### config.mk
export PLATFORM = sky130hd
export DESIGN_NAME = bsm3_out_fifo
export DESIGN_NICKNAME = d
export VERILOG_FILES = /design/src/rtl/core/bsm3_pkg.sv /design/src/rtl/core/bsm3_out_fifo.sv
export SDC_FILE = /design/constraint.sdc
export NUM_CORES = 1
export LEC_CHECK = 0
export BUFFER_PORTS_ARGS = -buffer_cell sky130_fd_sc_hd__clkbuf_2
export CAP_MARGIN = 15
export CORE_MARGIN = 10
export CORE_UTILIZATION = 55
export CTS_BUF_LIST = sky130_fd_sc_hd__clkbuf_4 sky130_fd_sc_hd__clkbuf_8
export CTS_CLUSTER_DIAMETER = 80
export DETAILED_ROUTE_END_ITERATION = 8
export HOLD_SLACK_MARGIN = 0.1
export PLACE_DENSITY = 0.79
export RECOVER_POWER = 25
export SYNTH_ARGS = -nofsm -noshare
export SYNTH_HDL_FRONTEND = slang
export SYNTH_SLANG_ARGS = --single-unit
### constraint.sdc
create_clock -name clk -period 5.79 [get_ports clk]
set_input_delay 0.2895 -clock clk [delete_from_list [all_inputs] [get_ports clk]]
set_output_delay 0.2895 -clock clk [all_outputs]
set_load 0.005 [all_outputs]
### src/rtl/core/bsm3_pkg.sv
// Shared constants for the 3x3 binomial smoothing filter.
package bsm3_pkg;

  // Parameter defaults
  localparam int DEF_MAX_WIDTH   = 1024;
  localparam int DEF_SAMPLE_BITS = 16;

  // Configuration register layout
  localparam int CFG_INDEX_BITS  = 2;
  localparam int CFG_DATA_BITS   = 16;
  localparam int WIDTH_REG_BITS  = 11;
  localparam int HEIGHT_REG_BITS = 16;

  localparam logic [CFG_INDEX_BITS-1:0] REG_FRAME_WIDTH  = 2'd0;
  localparam logic [CFG_INDEX_BITS-1:0] REG_FRAME_HEIGHT = 2'd1;

  localparam int RESET_FRAME_WIDTH  = 1024;
  localparam int RESET_FRAME_HEIGHT = 1024;
  localparam int MIN_DIM            = 3;

  // Result queue depth; must cover the two in-flight stages plus one.
  localparam int OUT_FIFO_DEPTH = 4;

endpackage

### src/rtl/core/bsm3_out_fifo.sv
// Small result queue that decouples the filter pipeline from the output stream.
module bsm3_out_fifo #(
  parameter int DW    = bsm3_pkg::DEF_SAMPLE_BITS + 1,
  parameter int DEPTH = bsm3_pkg::OUT_FIFO_DEPTH
) (
  input  logic                       clk,
  input  logic                       rst_n,
  input  logic                       push,
  input  logic [DW-1:0]              push_data,
  input  logic                       pop,
  output logic                       pop_valid,
  output logic [DW-1:0]              pop_data,
  output logic [$clog2(DEPTH+1)-1:0] count
);

  localparam int PTR_W = (DEPTH > 1) ? $clog2(DEPTH) : 1;
  localparam int CNT_W = $clog2(DEPTH + 1);

  logic [DW-1:0]    buf_r [DEPTH];
  logic [PTR_W-1:0] wr_ptr_r, wr_ptr_nxt;
  logic [PTR_W-1:0] rd_ptr_r, rd_ptr_nxt;
  logic [CNT_W-1:0] cnt_r, cnt_nxt;
  logic             do_pop;

  assign do_pop = pop && (cnt_r != '0);

  always_comb begin
    wr_ptr_nxt = wr_ptr_r;
    rd_ptr_nxt = rd_ptr_r;
    cnt_nxt    = cnt_r;
    if (push) begin
      wr_ptr_nxt = (wr_ptr_r == PTR_W'(DEPTH - 1)) ? '0 : wr_ptr_r + PTR_W'(1);
    end
    if (do_pop) begin
      rd_ptr_nxt = (rd_ptr_r == PTR_W'(DEPTH - 1)) ? '0 : rd_ptr_r + PTR_W'(1);
    end
    if (push && !do_pop) begin
      cnt_nxt = cnt_r + CNT_W'(1);
    end else if (!push && do_pop) begin
      cnt_nxt = cnt_r - CNT_W'(1);
    end
  end

  always_ff @(posedge clk) begin
    if (!rst_n) begin
      wr_ptr_r <= '0;
      rd_ptr_r <= '0;
      cnt_r    <= '0;
    end else begin
      wr_ptr_r <= wr_ptr_nxt;
      rd_ptr_r <= rd_ptr_nxt;
      cnt_r    <= cnt_nxt;
    end
  end

  always_ff @(posedge clk) begin
    if (push) begin
      buf_r[wr_ptr_r] <= push_data;
    end
  end

  assign pop_valid = (cnt_r != '0);
  assign pop_data  = buf_r[rd_ptr_r];
  assign count     = cnt_r;

endmodule

==> flow_summary_export.csv <==
group,metric,value,unit
worst_setup_path,cp.arrival,2840,ps
worst_setup_path,slowest_stage,"o31ai_1",
detailed_routing,drc,0,
worst_setup_path,cp-end-kind,"register",
place,dpl.cell_count,241,
layout,final_common_cell,"edfxtp_1",
sta,worstMarginPinSlew,890,ps
worst_setup_path,cp.required,6030,ps
floorplanning,start_util,57.3,%
place,gp_congestion,0.726,
cts,post_cts_buffers,0,
sta,clock_skew,5.28,ps
pwr,p_leak,1.18,nW
pwr,ir_drop,0.238,mV
global_route,grt_overflow,0,
detailed_routing,ant_nets,0,
floorplanning,core_area,0.00514,sq mm
cts,clock_sinks,77,
layout,final_util,65.7,%
global_route,track_usage,12.5,%
layout,fill_cells,379,
synthesis,syn_avg_cell_area,22.0,sq um
floorplanning,rows,26,
sta,setup_ws,3190,ps
floorplanning,dieHeight,93.2,um
cts,cts_tree,"done",
cts,cts_buffer_depth,2,
worst_setup_path,worstSetupStartpointType,"register",
cts,cts.hold.buffers_added,0,
cts,clk_pin_slew,70,ps
worst_setup_path,crit_buf_inv,1,
layout,final_cell_mix,"edfxtp_1, clkbuf_2, clkbuf_1",
layout,drive_gt1_share,29.8,%
worst_setup_path,path_delay_family,"compound AO/OA/AOI/OAI gates",
synthesis,synth_seq_cells,77,
detailed_routing,firstDrtPassIters,5,
sta,rsz0062_at_grt,"false",
worst_setup_path,r2r_slack,3190,ps
synthesis,synth_cells,134,
floorplanning,io_pins,42,
cts,cts_buffers,9,
sta,relSlewSlack,40.7,%
pwr,total_power,1.30,mW
cts,htree_levels,3,
synthesis,ys_warn_count,0,
layout,fin_cells,258,
synthesis,seq_area_frac_synth,75.5,%
synthesis,ys_types,22,
detailed_routing,wl_per_cell,20.1,um
layout,layout.nets,211,
place,pre_cts_ws,3350,ps
sta,max_freq,384,MHz
global_route,grt_first_pass_wirelength,8.05,mm
place,port_buffers,41,
sta,final-setup-viol-count,0,
place,place_hpwl,3.45,mm
synthesis,syn_area,0.00294,sq mm
sta,hold_violations,0,
detailed_routing,num_vias,1435,
detailed_routing,totalWireLength,5.18,mm
layout,diodes,0,
run_status,outcome,"finished, final reports clean",
detailed_routing,viasPerCell,5.56,
pwr,power.density,384,mW/mm^2
worst_setup_path,cp_max_fo,5,
sta,fin_crit_sh,44.9,%
worst_setup_path,slowest_delay,630,ps
floorplanning,die_area,0.00868,sq mm
layout,syn2layout_area_growth,14.7,%
sta,tns,0,ps
worst_setup_path,critPathKind,"register to register",
global_route,grt_max_degree,18,
global_route,grt_pass1_vias,1526,
sta,drv_slew,0,
cts,clk_latency,340,ps
floorplanning,die_w,93.2,um
detailed_routing,dr.first_iter.drc_count,111,
worst_setup_path,cp_cell_sequence,"o31ai_1 > ha_1 > inv_1 > fa_1 > xor2_1 > or3_1 > a21boi_0",
global_route,antenna_found_initial,0,
worst_hold_path,hold_path_class,"input port to register",
cts,ctsResizeCount,0,
cts,clock-root-buffer,"clkbuf_8",
sta,fin_crit,2600,ps
job,drv_cap,0,
synthesis,syn_nets,162,
==> through the flow <==
stage          hold WS [ps]  area, sq um
2_1_floorplan           388         2940
3_3_place_gp            495         3200
3_5_place_dp            509         3200
4_1_cts                 146         3360
5_1_grt                 170         3380
6_report                172         3380
==> state kept, by name, indices dropped and copies added, names as in the netlist, named ones only <==
register  cells
buf_r        68
rd_ptr_r      2
wr_ptr_r      2
count         3
==> Yosys cell counts <==
cell type | number | area [sq um]
edfxtp_1 | 68 | 2040
mux4_2 | 10 | 225
dfxtp_1 | 9 | 180
mux4_1 | 7 | 184
ha_1 | 6 | 75.1
and2_1 | 5 | 31.3
inv_1 | 3 | 11.3
mux2i_1 | 3 | 30.0
nor2b_1 | 3 | 18.8
o21ai_0 | 3 | 15.0
buf_2 | 2 | 10.0
nand2_1 | 2 | 7.51
nand3_1 | 2 | 10.0
nor2_1 | 2 | 7.51
or3_1 | 2 | 12.5
a21boi_0 | 1 | 7.51
buf_12 | 1 | 20.0
buf_6 | 1 | 11.3
fa_1 | 1 | 20.0
o31ai_1 | 1 | 7.51
xnor2_1 | 1 | 8.76
xor2_1 | 1 | 8.76
==> worst register-to-register path, delay by kind of cell (launching register included) <==
kind | cells | cell delay [ps]
compound gates | 2 | 870
fa+ha+maj | 2 | 690
buf+inv | 1 | 70
simple gates | 1 | 320
xor+xnor | 1 | 180
flops | 1 | 390
==> power by group <==
group          total (mW)  switching, mW  internal [mW]  leakage [nW]
Clock               0.340          0.188          0.152        0.0824
Sequential          0.685         0.0410          0.644         0.699
Combinational       0.271          0.116          0.155         0.395
==> logic make-up after synthesis <==
logic type                 after synthesis  share of synthesized area, %
AOI/OAI and AO/OA                        5                          1.02
xor gates and xnor gates                 2                         0.595
adders and majority gates                7                          3.23
buffers and inverters                    7                          1.78
DFF                                     77                          75.5
muxes                                   20                          14.9
and+or+nand+nor                         16                          2.98
==> routing by layer <==
metal / share of wire, % / GRT usage, %
met2: 54 / 21.6
met5: 0 / 0
met3: 6.6 / 5.20
met4: 1.9 / 6.17
met1: 38 / 12.8
==> path summary, 6_finish.rpt <==
kind | startpoint | end | cells past startpoint
worst max register to register | count[0] | count[2] | 7
worst min-delay path | push_data[6] | buf_r[2][6] | 1
worst max-delay path | count[0] | count[2] | 7
worst min register to register | rd_ptr_r[1] | rd_ptr_r[1] | 2
==> cell type report <==
cell class / instances / area (sq um) / area share, %
clock inverters: 7 / 42.5 / 1.26
repair buffers: 42 / 219 / 6.49
well taps: 70 / 87.6 / 2.59
flip-flops and latches: 77 / 2220 / 65.8
multi-input cells: 50 / 669 / 19.8
inverters: 3 / 11.3 / 0.334
clock buffers: 9 / 124 / 3.67
Note: power is estimated with default switching activity, not from simulation.
